===== config.mk =====
export PLATFORM = sky130hd
export DESIGN_NAME = tli_div
export DESIGN_NICKNAME = d
export VERILOG_FILES = /design/src/sv/tli_pkg.sv /design/src/sv/tli_div.sv
export SDC_FILE = /design/constraint.sdc
export NUM_CORES = 1
export LEC_CHECK = 0
export ABC_AREA = 1
export ABC_CLOCK_PERIOD_IN_PS = 2200
export CAP_MARGIN = 15
export CORE_UTILIZATION = 35
export CTS_BUF_LIST = sky130_fd_sc_hd__clkbuf_16
export DETAILED_ROUTE_END_ITERATION = 10
export DONT_BUFFER_PORTS = 1
export MAX_ROUTING_LAYER = met4
export PLACE_DENSITY = 0.57
export SLEW_MARGIN = 20
export SYNTH_ARGS = -nofsm -noshare
export SYNTH_HDL_FRONTEND = slang
export SYNTH_SLANG_ARGS = --single-unit
export TNS_END_PERCENT = 1

===== constraint.sdc =====
create_clock -name clock -period 2.2 [get_ports clock]
set_input_delay 0.22 -clock clock [delete_from_list [all_inputs] [get_ports clock]]
set_output_delay 0.22 -clock clock [all_outputs]
set_load 0.005 [all_outputs]

===== src/sv/tli_pkg.sv =====
package tli_pkg;

   localparam int DATA_W = 32;

   // Request kinds.
   localparam logic [1:0] KIND_TIME     = 2'd0;
   localparam logic [1:0] KIND_VALUE    = 2'd1;
   localparam logic [1:0] KIND_FALLBACK = 2'd2;
   localparam logic [1:0] KIND_QUERY    = 2'd3;

   typedef enum logic [3:0] {
      S_IDLE,
      S_FIRST,
      S_LAST,
      S_SEARCH_RD,
      S_SEARCH_CMP,
      S_DIV,
      S_V_RD,
      S_V_DIFF,
      S_V_MUL,
      S_V_SUM
   } state_type;

   typedef struct packed {
      logic        start;
      logic [32:0] num;
      logic [32:0] den;
   } div_ctl_type;

   typedef struct packed {
      logic        busy;
      logic        done;
      logic [31:0] quot;
   } div_sts_type;

endpackage


===== src/sv/tli_div.sv =====
// Restoring divider, one quotient bit per cycle. The numerator must be
// below the denominator, so the quotient is a 32-bit fraction.
module tli_div (
   input  logic                 clock,
   input  logic                 reset,
   input  tli_pkg::div_ctl_type ctl,
   output tli_pkg::div_sts_type sts
);

   logic        busy_ff, busy_in;
   logic        done_ff, done_in;
   logic [4:0]  cnt_ff, cnt_in;
   logic [32:0] rem_ff, rem_in;
   logic [32:0] den_ff, den_in;
   logic [31:0] quot_ff, quot_in;
   logic [33:0] rem_sh;
   logic [33:0] rem_sub;
   logic        ge;

   always_comb begin
      rem_sh  = {rem_ff, 1'b0};
      ge      = rem_sh >= {1'b0, den_ff};
      rem_sub = rem_sh - {1'b0, den_ff};
      busy_in = busy_ff;
      done_in = 1'b0;
      cnt_in  = cnt_ff;
      rem_in  = rem_ff;
      den_in  = den_ff;
      quot_in = quot_ff;
      if (ctl.start) begin
         busy_in = 1'b1;
         cnt_in  = '0;
         rem_in  = ctl.num;
         den_in  = ctl.den;
         quot_in = '0;
      end else if (busy_ff) begin
         quot_in = {quot_ff[30:0], ge};
         rem_in  = ge ? rem_sub[32:0] : rem_sh[32:0];
         cnt_in  = cnt_ff + 5'd1;
         if (cnt_ff == 5'd31) begin
            busy_in = 1'b0;
            done_in = 1'b1;
         end
      end
   end

   always_ff @(posedge clock) begin
      if (reset) begin
         busy_ff <= 1'b0;
         done_ff <= 1'b0;
      end else begin
         busy_ff <= busy_in;
         done_ff <= done_in;
      end
      cnt_ff  <= cnt_in;
      rem_ff  <= rem_in;
      den_ff  <= den_in;
      quot_ff <= quot_in;
   end

   assign sts.busy = busy_ff;
   assign sts.done = done_ff;
   assign sts.quot = quot_ff;

endmodule

==> key figures, run 1 <==
Floorplan
  – Die X: 143.9 microns
  – # IOs: a little over 100
  – Row count: 51
  – Die Y: around 140 microns
  – Initial Util: 35.99%
  – Core Footprint: between 0.015 and 0.02 sq mm
  – Die Area: a little over 0.02 sq mm

Critical path
  – Critical path endpoint: rem_ff[29]$_DFFE_PP_
  – RR Endpoint: rem_ff[29]$_DFFE_PP_
  – Critical path startpoint category: register
  – Worst setup path startpoint: rem_ff[30]$_DFFE_PP_
  – CP Max Fanout: 7
  – Reg-to-Reg Start: rem_ff[30]$_DFFE_PP_
  – CP Class: register to register
  – CP Capture Type: register
  – Reg2Reg Setup Slack: -0.08 ns
  – CP Data Required Time: 2.33 ns
  – CP arrival: about 2.4 ns
  – Worst Reg-to-Reg Cells: 15

Logic synthesis
  – Area contributors post-synth: edfxtp_1, nand2_1, dfxtp_1, inv_1, ha_1
  – Simple-gate share of the synthesized area: 33.84%
  – Sequential fraction of the synthesis area: approximately 39%
  – Distinct cells, synth: 38
  – Asr flop ratio synth: 0%
  – Compound-Gate Fraction of Synth Area: approximately 5.2%
  – Combinational family with the most area after synthesis: simple AND/OR/NAND/NOR gates
  – Synth area leader: edfxtp_1
  – Avg Inst Size Synth: about 7.1 sq um
  – Adder-Cell Fraction of Synth Area: 6.495%
  – Synth Warn #: 0
  – Post-synthesis mux area share: 0%
  – Xor-xnor portion of the synthesized cell area: roughly 1.9%
  – Mapped Cells: about 990
  – Number of flops mapped to enable cells by yosys: 66
  – Synth top area share: around 28%
  – Synthesized area: 0.007051 sq mm
  – Top FF cell, synth: edfxtp_1
  – Register bit count reported by yosys: about 110
  – Syn nets: approximately 1.1k

Clock network
  – Root Driver: clkbuf_16
  – CTS sink cnt: ~110
  – TritonCTS buffer count: 9
  – CTS tree: yes
  – H-tree levels: 3
  – Clock Path Buffers: 2
  – Clock-pin slew on the worst setup and hold paths: approximately 0.090 ns
  – Clk_lat worst skew: 0.38 ns

Route
  – Post-DRT Antenna Nets: 0
  – DR DRC count: 0
  – Vias: ~6.7k
  – DR WL/cell: roughly 15 microns
  – Final wirelength: approximately 22 mm
  – Via density: 4.660
  – Initial drt markers: ~350
  – Pre-Repair DR Iteration Count: 4

Layout
  – Fraction of layout cells with a size suffix above 1: roughly 28%
  – P&R area growth vs syn: 40.23%
  – Nets@finish: approximately 1.3k
  – Antenna cell count: 0
  – Filler cell count: between 1.5k and 2k
  – Final Core Density: roughly half

Place
  – PortBufs: 0
  – DP HPWL: ~15 mm
  – Pre-CTS setup slack: -0.1838 ns
  – GP Congestion: 0.9269

Timing
  – Setup-failing EPs final: 32
  – Slew Limit Fails: 0
  – Slack of the critical path: -0.07827 ns
  – Unrepaired setup endpoints after global routing: yes
  – Slew HR: approximately 73%
  – Hold slack final: between 0.02 and 0.03 ns
  – Fmax: 438.9 MHz
  – Layout Skew: approximately 0.018 ns
  – Fin crit period: around 2.3 ns
  – Slew @ Worst Pin: between 0.3 and 0.4 ns
  – Final Hold Fails: 0
  – Final period utilization: 103.6%

Run status
  – Status: complete, but fails checks
  – Failing checks: negative setup slack

GRT
  – Gr ovfl total: 0
  – Total GRT Usage: 22.73%
  – First-pass GRT wire length: about 34 mm
  – Antenna violations before repair: 1
  – Via count of the first global-routing pass: between 6k and 7k
  – Largest net degree at the start of global routing: approximately 50

Power and ir drop
  – Register share of total power: around 28%
  – Leak pwr: between 4 and 5 nW
  – Total Power: slightly below 9 mW
  – Comb power frac: approximately 52%
  – Maximum VDD drop: about 0.42 mV
  – Internal power: 5.404 mW
  – Sw Pwr: 3.501 mW
  – Switch share: approximately 40%
  – Clk network pwr share: about a fifth
  – Power per standard cell area: about 900 mW/mm^2

Worst hold path
  – Worst hold path type: input port to register

Run
  – Maximum capacitance violations: 0
## power groups by stage
| stage | Sequential [mW] | Clock [mW] | Combinational (mW) |
|---|---|---|---|
| 6_report | 2.51 | 1.76 | 4.63 |
| 5_1_grt | 2.53 | 1.89 | 5.10 |
| 4_1_cts | 2.49 | 1.82 | 4.36 |
| 3_5_place_dp | 2.49 | 0 | 3.69 |
| 3_3_place_gp | 2.48 | 0 | 3.67 |
| 2_1_floorplan | 2.45 | 0 | 2.23 |
## stage by stage
stage / cells / setup TNS [ns] / instance area (sq um)
4_1_cts: 1422 / -0.2964 / 9594
6_report: 1430 / -1.072 / 9887
3_5_place_dp: 1347 / -4.669 / 8193
3_3_place_gp: 1347 / -3.926 / 8193
5_1_grt: 1430 / -4.706 / 9887
2_1_floorplan: 987 / 0 / 7052
## layer usage
metal	wire (microns)	part of all wire, %	track usage (%)
met1	10510	48	29.74
met2	9777	45	36.13
met3	1104	5.1	3.899
met4	339	1.6	5.879
met5	0	0	-
## flip-flops by register name, summed over array words and instances (netlist names)
| name | cells |
|---|---|
| quot_ff | 32 |
| rem_ff | 33 |
| cnt_ff | 5 |
| den_ff | 33 |
| done_ff | 1 |
| busy_ff | 1 |
## cells in the final DEF, fill, tap and decap left out, types with 3 or more instances in the layout
cell type / instances
nor3_1: 5
dlygate4sd3_1: 34
o21bai_1: 3
xnor2_1: 13
and2_1: 5
nand3_2: 16
ha_4: 29
inv_2: 22
buf_6: 4
nor2_2: 7
nand4_1: 8
edfxtp_1: 66
a21oi_1: 12
nand3_1: 58
nand3b_1: 26
buf_4: 140
inv_1: 186
nor2_4: 10
nand2_4: 12
nand2_2: 40
a21oi_2: 6
buf_12: 9
nor2_1: 30
clkinv_8: 3
nand2_1: 308
o22ai_1: 30
ha_1: 6
clkbuf_16: 9
dfxtp_1: 39
o21ai_0: 4
## how the worst min path moves through the flow
stage	cells after the start	slack (ns)	endpoint	from
floorplan	1	0.30	done_ff$_SDFF_PP0_	reset
global route	2	0.02	rem_ff[4]$_DFFE_PP_	ctl[37]
global placement	1	0.30	done_ff$_SDFF_PP0_	reset
CTS	2	0.01	rem_ff[4]$_DFFE_PP_	ctl[37]
detailed placement	1	0.30	busy_ff$_SDFF_PP0_	reset
finish	2	0.03	rem_ff[17]$_DFFE_PP_	ctl[50]
## timing repair
item	CTS	global route
setup endpoints to repair	34	34
gates cloned	2	0
hold buffers	35	0
hold endpoints to repair	69	0
pin swaps	35	45
buffers inserted	24	9
gates resized for setup	98	57
## critical path: stages, from the launching register on
cell	delay [ns]
edfxtp_1	0.46
ha_4	0.27
nand2_1	0.06
nand2_1	0.07
nand2_1	0.08
nand2_1	0.10
a21oi_2	0.14
nand2_2	0.09
nor2_4	0.20
buf_6	0.17
buf_12	0.13
nand3_2	0.06
nand2_1	0.07
inv_1	0.04
nand2_1	0.05
nand2_1	0.04
## cells in the mapped netlist, drive strengths merged, types with 10 or more instances
cell type,n
nand3b,26
nand2,361
buf,16
clkbuf,10
edfxtp,66
a21oi,20
ha,35
xnor2,14
nor2,47
o22ai,30
dfxtp,39
inv,209
nand3,75
## logic make-up after synthesis
group / after synthesis
AO/OA/AOI/OAI: 62
AND/OR/NAND/NOR: 534
flip-flops: 105
buffers and inverters: 235
XOR/XNOR: 15
adder cells (fa/ha/maj): 36
## final cells by class
type                    count  area (sq um)  area share [%]
repair buffers            187          1617           16.35
clock buffers               9         225.2           2.278
multi-input cells         648          4070           41.17
clock inverters             7         93.84          0.9491
well taps                 265         331.6           3.354
inverters                 209         787.0           7.960
flip-flops and latches    105          2763           27.94
No activity file was read; power rests on OpenSTA's default activity.
==> run 2: changes to the inputs <==
--- a/config.mk
+++ b/config.mk
@@ -14,6 +14,7 @@
 export DONT_BUFFER_PORTS = 1
 export MAX_ROUTING_LAYER = met4
 export PLACE_DENSITY = 0.57
+export RECOVER_POWER = 50
 export SLEW_MARGIN = 20
 export SYNTH_ARGS = -nofsm -noshare
 export SYNTH_HDL_FRONTEND = slang
==> run 2 against run 1 <==
Against the previous run: the run still ends with negative setup slack left; count of clock-buffer cells in the layout unchanged; non-clock buffer count unchanged; via count decreased by 0.12%; sequential cell count unchanged; cell count is the same; largest cell class unchanged.
==> key figures, run 2 (synthesis results as in run 1) <==
Timing
  – Fmax: 436.8 MHz
  – Layout Skew: 0.01836 ns
  – Unrepaired setup endpoints after global routing: yes
  – Slew HR: around 28%
  – Slack of the critical path: -0.08914 ns
  – Slew Limit Fails: 0
  – Final Hold Fails: 0
  – Setup-failing EPs final: 33
  – Fin crit period: between 2 and 2.5 ns
  – Final period utilization: 104.1%
  – Slew @ Worst Pin: 1.073 ns

Power and ir drop
  – Total Power: about 9 mW
  – Internal power: between 5 and 6 mW
  – Maximum VDD drop: roughly 0.42 mV
  – Sw Pwr: 3.496 mW
  – Comb power frac: a little over half
  – Power per standard cell area: 901.6 mW/mm^2
  – Clk network pwr share: about a fifth
  – Register share of total power: approximately 28%
  – Switch share: 39.30%
  – Leak pwr: slightly below 5 nW

Layout
  – Largest registers: den_ff (33), rem_ff (33), quot_ff (32)
  – Fraction of layout cells with a size suffix above 1: 27.98%
  – Most common cell after layout, fill and taps aside: nand2_1
  – Final Cell Area: around 0.0099 sq mm
  – Most frequent cells in the layout: nand2_1, inv_1, buf_4
  – P&R area growth vs syn: 39.96%
  – Antenna cell count: 0
  – Nets@finish: between 1k and 1.5k

Route
  – DR WL/cell: roughly 15 microns
  – DR DRC count: 0
  – Post-DRT Antenna Nets: 0
  – Vias: approximately 6.7k
  – Pre-Repair DR Iteration Count: 4
  – Final wirelength: roughly 22 mm
  – Initial drt markers: between 300 and 400
  – Via density: 4.655

Clock network
  – CTS sink cnt: 105
  – Clk_lat worst skew: between 0.3 and 0.4 ns
  – Clock-pin slew on the worst setup and hold paths: 0.09 ns
  – Root Driver: clkbuf_16
  – H-tree levels: 3
  – Clock Path Buffers: 2
  – CTS tree: yes
  – TritonCTS buffer count: 9

Place
  – DP HPWL: roughly 15 mm
  – Pre-CTS setup slack: -0.1838 ns
  – PortBufs: 0
  – GP Congestion: roughly 0.93
  – Post-DP Area: ~0.0082 sq mm

Floorplan
  – Die Area: about 0.021 sq mm
  – Row count: between 50 and 60
  – Die X: between 100 and 150 microns
  – # IOs: 103
  – Die Y: between 100 and 150 microns
  – Core Footprint: just under 0.02 sq mm
  – Initial Util: 35.99%

GRT
  – Antenna violations before repair: 1
  – Total GRT Usage: roughly 23%
  – First-pass GRT wire length: approximately 34 mm
  – Largest net degree at the start of global routing: 49
  – Via count of the first global-routing pass: around 6.7k
  – Gr ovfl total: 0

Critical path
  – CP Max Fanout: 7
  – Critical path startpoint category: register
  – CP Data Required Time: 2.32 ns
  – Worst Reg-to-Reg Cells: 15
  – CP arrival: 2.41 ns
  – CP Capture Type: register
  – CP Class: register to register

Worst hold path
  – Hold Path Cell Cnt: 2
  – Worst hold path type: input port to register

Run status
  – Status: complete, but fails checks
  – Failing checks: negative setup slack

Run
  – Maximum capacitance violations: 0
## run 2: cell count changes in the layout (fill, tap and decap cells not counted)
cell / before / now
clkbuf_2: 0 / 1
buf_4: 140 / 139
clkbuf_1: 0 / 1
buf_12: 9 / 8
## run 2: area by class of cell
type | instances | area (sq um)
flip-flops and latches | 105 | 2763
clock inverters | 7 | 93.84
multi-input cells | 648 | 4070
well taps | 265 | 331.6
clock buffers | 9 | 225.2
repair buffers | 187 | 1598
fillers | 1967 | 9722
inverters | 209 | 787.0
## run 2: what timing repair did
item,CTS,global route
endpoints found under the hold margin,69,0
pin swaps,35,45
setup buffers,24,9
gates cloned,2,0
hold buffers,35,0
endpoints found under the setup margin,34,34
resized for setup,98,57
## run 2: path summary, 6_finish.rpt
path / startpoint / endpoint / slack [ns]
worst min-delay path: ctl[50] / rem_ff[17]$_DFFE_PP_ / 0.03
worst max register to register: rem_ff[30]$_DFFE_PP_ / rem_ff[29]$_DFFE_PP_ / -0.09
worst max-delay path: rem_ff[30]$_DFFE_PP_ / rem_ff[29]$_DFFE_PP_ / -0.09
worst min register to register: cnt_ff[4]$_SDFFE_PP0P_ / cnt_ff[4]$_SDFFE_PP0P_ / 0.46
## run 2: stage by stage
stage / hold slack, ns / TNS, ns / std cells / utilization [%]
floorplan: 0.2961 / 0 / 987 / -
global placement: 0.2995 / -3.926 / 1347 / 41.82
detailed placement: 0.3024 / -4.669 / 1347 / 41.82
CTS: 0.01373 / -0.2964 / 1422 / 48.97
global route: 0.01802 / -4.712 / 1430 / 50.37
finish: 0.02683 / -1.384 / 1430 / 50.37
## run 2: power groups by stage
stage,clock [mW],combinational [mW],sequential [mW]
after CTS,1.82,4.36,2.49
after floorplan,0,2.23,2.45
after detailed placement,0,3.69,2.49
final,1.76,4.62,2.51
after global placement,0,3.67,2.48
after global routing,1.89,5.10,2.53
## run 2: per-layer routing
metal  wire length [microns]  global-route usage [%]
met3                    1157                   3.899
met4                     332                   5.879
met2                    9780                   36.13
met5                       0                       -
met1                   10470                   29.74
## run 2: worst max-delay path: stages, from the launching register on
cell and delay [ns]:
edfxtp_1 0.47, ha_4 0.27, nand2_1 0.06, nand2_1 0.07, nand2_1 0.08, nand2_1 0.10
a21oi_2 0.14, nand2_2 0.09, nor2_4 0.20, buf_6 0.17, buf_12 0.13, nand3_2 0.06
nand2_1 0.07, inv_1 0.04, nand2_1 0.05, nand2_1 0.04
==> run 3: changes to the inputs <==
--- a/config.mk
+++ b/config.mk
@@ -5,7 +5,6 @@
 export SDC_FILE = /design/constraint.sdc
 export NUM_CORES = 1
 export LEC_CHECK = 0
-export ABC_AREA = 1
 export ABC_CLOCK_PERIOD_IN_PS = 2200
 export CAP_MARGIN = 15
 export CORE_UTILIZATION = 35
==> run 3 against run 2 <==
Against the previous run: the flow finishes with violations (max-capacitance violations, max-slew violations, negative setup slack); critical path type unchanged; wire length shrank 27%; cell count shrank 31%; sequential power grew 5%; synthesized cell count shrank 37%; maximum frequency shrank 23%; largest cell class unchanged; critical path depth shrank 3; non-clock buffer count shrank 19.
==> key figures, run 3 <==
Run status
  – Status: complete, but fails checks
  – Failing checks: max-capacitance violations, max-slew violations, negative setup slack

Place
  – PortBufs: 0
  – Pre-CTS setup slack: -0.7756 ns
  – DP HPWL: between 10 and 15 mm
  – GP Congestion: 0.9116
  – Post-DP Area: 0.007179 sq mm

Logic synthesis
  – Sequential fraction of the synthesis area: a little under half
  – Commonest cells post-synth: edfxtp_1, nor2_1, nand2_1
  – Synth area leader: edfxtp_1
  – Simple-gate share of the synthesized area: around an eighth
  – Synth Warn #: 0
  – Distinct cells, synth: 54
  – Mapped Cells: about 620
  – Asr flop ratio synth: 0%
  – Xor-xnor portion of the synthesized cell area: between 4 and 5%
  – Register bit count reported by yosys: roughly 110
  – Synth top area share: approximately 33%
  – Compound-Gate Fraction of Synth Area: about 15%
  – Adder-Cell Fraction of Synth Area: 7.520%
  – Cell with the most instances after synthesis: edfxtp_1
  – Syn nets: slightly above 700
  – Avg Inst Size Synth: just under 10 sq um
  – Synthesized area: 0.006090 sq mm
  – Combinational family with the most area after synthesis: compound AO/OA/AOI/OAI gates
  – Area contributors post-synth: edfxtp_1, dfxtp_1, ha_1, mux2i_1, mux2_2
  – Number of flops mapped to enable cells by yosys: 66
  – Top FF cell, synth: edfxtp_1
  – Post-synthesis mux area share: 9.451%

Clock network
  – H-tree levels: 3
  – Root Driver: clkbuf_16
  – CTS sink cnt: 105
  – TritonCTS buffer count: 9
  – Clock-pin slew on the worst setup and hold paths: around 0.090 ns
  – Clock Path Buffers: 2
  – CTS tree: yes
  – Clk_lat worst skew: about 0.37 ns

Timing
  – Slack of the critical path: -0.7644 ns
  – Setup-failing EPs final: 34
  – Final Hold Fails: 0
  – Fmax: 337.3 MHz
  – Unrepaired setup endpoints after global routing: yes
  – Slew HR: -11.21%
  – Final period utilization: 134.7%
  – Slew Limit Fails: 72
  – Slew @ Worst Pin: approximately 1.7 ns
  – Fin crit period: roughly 3 ns
  – Layout Skew: between 0.01 and 0.015 ns

Critical path
  – CP Capture Type: register
  – CP Data Required Time: 2.32 ns
  – CP arrival: slightly above 3 ns
  – Critical path startpoint category: register
  – CP Max Fanout: 6
  – Reg2Reg Setup Slack: -0.76 ns
  – CP Class: register to register

Layout
  – P&R area growth vs syn: 35.65%
  – Fraction of layout cells with a size suffix above 1: 29.00%
  – Most common cell after layout, fill and taps aside: buf_4
  – Most frequent cells in the layout: buf_4, edfxtp_1, nor2_1
  – Final Cell Area: just over 0.008 sq mm
  – Antenna cell count: 0
  – Nets@finish: 869
  – Largest registers: den_ff (33), rem_ff (33), quot_ff (32)

GRT
  – Gr ovfl total: 0
  – Largest net degree at the start of global routing: 72
  – Antenna violations before repair: 0
  – Total GRT Usage: 18.29%
  – First-pass GRT wire length: roughly 25 mm
  – Via count of the first global-routing pass: ~5.1k

Floorplan
  – Die Y: ~130 microns
  – Row count: 47
  – Die X: 133.9 microns
  – Core Footprint: ~0.017 sq mm
  – Die Area: between 0.015 and 0.02 sq mm
  – # IOs: slightly above 100
  – Initial Util: between 30 and 40%

Route
  – Initial drt markers: between 200 and 300
  – Final wirelength: roughly 16 mm
  – DR WL/cell: 15.98 microns
  – Via density: 5.089
  – Vias: approximately 5.0k
  – Post-DRT Antenna Nets: 0
  – DR DRC count: 0
  – Pre-Repair DR Iteration Count: 5

Run
  – Maximum capacitance violations: 1

Power and ir drop
  – Leak pwr: 3.450 nW
  – Power per standard cell area: roughly 1100 mW/mm^2
  – Maximum VDD drop: roughly 0.65 mV

Worst hold path
  – Worst hold path type: input port to register
[run 3: logic make-up (layout without fill, tap and decap cells)]
group / count (synthesis) / count (layout)
AOI/OAI and AO/OA: 144 / 144
xor gates and xnor gates: 31 / 31
adders and majority gates: 36 / 36
buffers and inverters: 81 / 228
DFF: 105 / 105
muxes: 55 / 55
and+or+nand+nor: 170 / 170
[run 3: timing repair]
item                                   CTS  global route
cloned                                   0             2
buffers inserted                         3            11
pin swaps                                9            20
gates resized for setup                 24            26
setup endpoints to repair               34            34
hold buffers                            36             0
endpoints found under the hold margin  105             0
[run 3: worst paths after layout]
kind | start | to | cells after the start
worst min-delay path | ctl[33] | rem_ff[0]$_DFFE_PP_ | 2
worst max register to register | den_ff[1]$_DFFE_PP_ | rem_ff[30]$_DFFE_PP_ | 12
worst max-delay path | den_ff[1]$_DFFE_PP_ | rem_ff[30]$_DFFE_PP_ | 12
worst min register to register | cnt_ff[3]$_SDFFE_PP0P_ | cnt_ff[3]$_SDFFE_PP0P_ | 2
[run 3: through the flow]
step           TNS (ns)  total power, mW  utilization (%)  hold slack (ns)  cells
6_report         -23.78            9.111            49.29          0.05946    989
5_1_grt          -28.74            9.736            49.29          0.05120    989
4_1_cts          -21.69            8.809            47.82          0.03635    976
3_5_place_dp     -23.16            6.812            42.84           0.2880    921
3_3_place_gp     -23.25            6.762            42.84           0.2876    921
2_1_floorplan    -15.24            5.214                -           0.2924    622
[run 3: worst max-delay path: stages, from the launching register on]
cell	delay [ns]
edfxtp_1	0.42
buf_6	0.14
fa_2	0.42
nor2b_4	0.16
o2111ai_4	0.15
a31oi_2	0.18
o211ai_1	0.14
a21oi_2	0.24
a31oi_4	0.14
buf_12	0.17
buf_12	0.13
and3b_1	0.17
a221o_1	0.25
[run 3: per-layer routing]
| metal | global-route usage [%] | part of all wire [%] | vias to the layer above |
|---|---|---|---|
| met5 | - | 0 | - |
| met4 | 4.735 | 1.1 | 0 |
| met3 | 4.308 | 5.3 | 12 |
| met2 | 30.20 | 48 | 116 |
| met1 | 22.36 | 46 | 2395 |
| li1 | - | - | 2510 |
[run 3: final cells by class]
| type | count | area [sq um] |
|---|---|---|
| flip-flops and latches | 105 | 2764 |
| inverters | 44 | 165.2 |
| fillers | 1580 | 8499 |
| clock inverters | 7 | 88.84 |
| well taps | 220 | 275.3 |
| multi-input cells | 436 | 3303 |
| repair buffers | 168 | 1439 |
| clock buffers | 9 | 225.2 |
[run 3: power by group]
group	switching [mW]	leakage, nW	internal, mW	total [mW]
combinational	2.29	2.32	2.51	4.80
clock	0.856	0.153	0.826	1.68
sequential	0.182	0.973	2.45	2.63
total	3.33	3.45	5.78	9.11
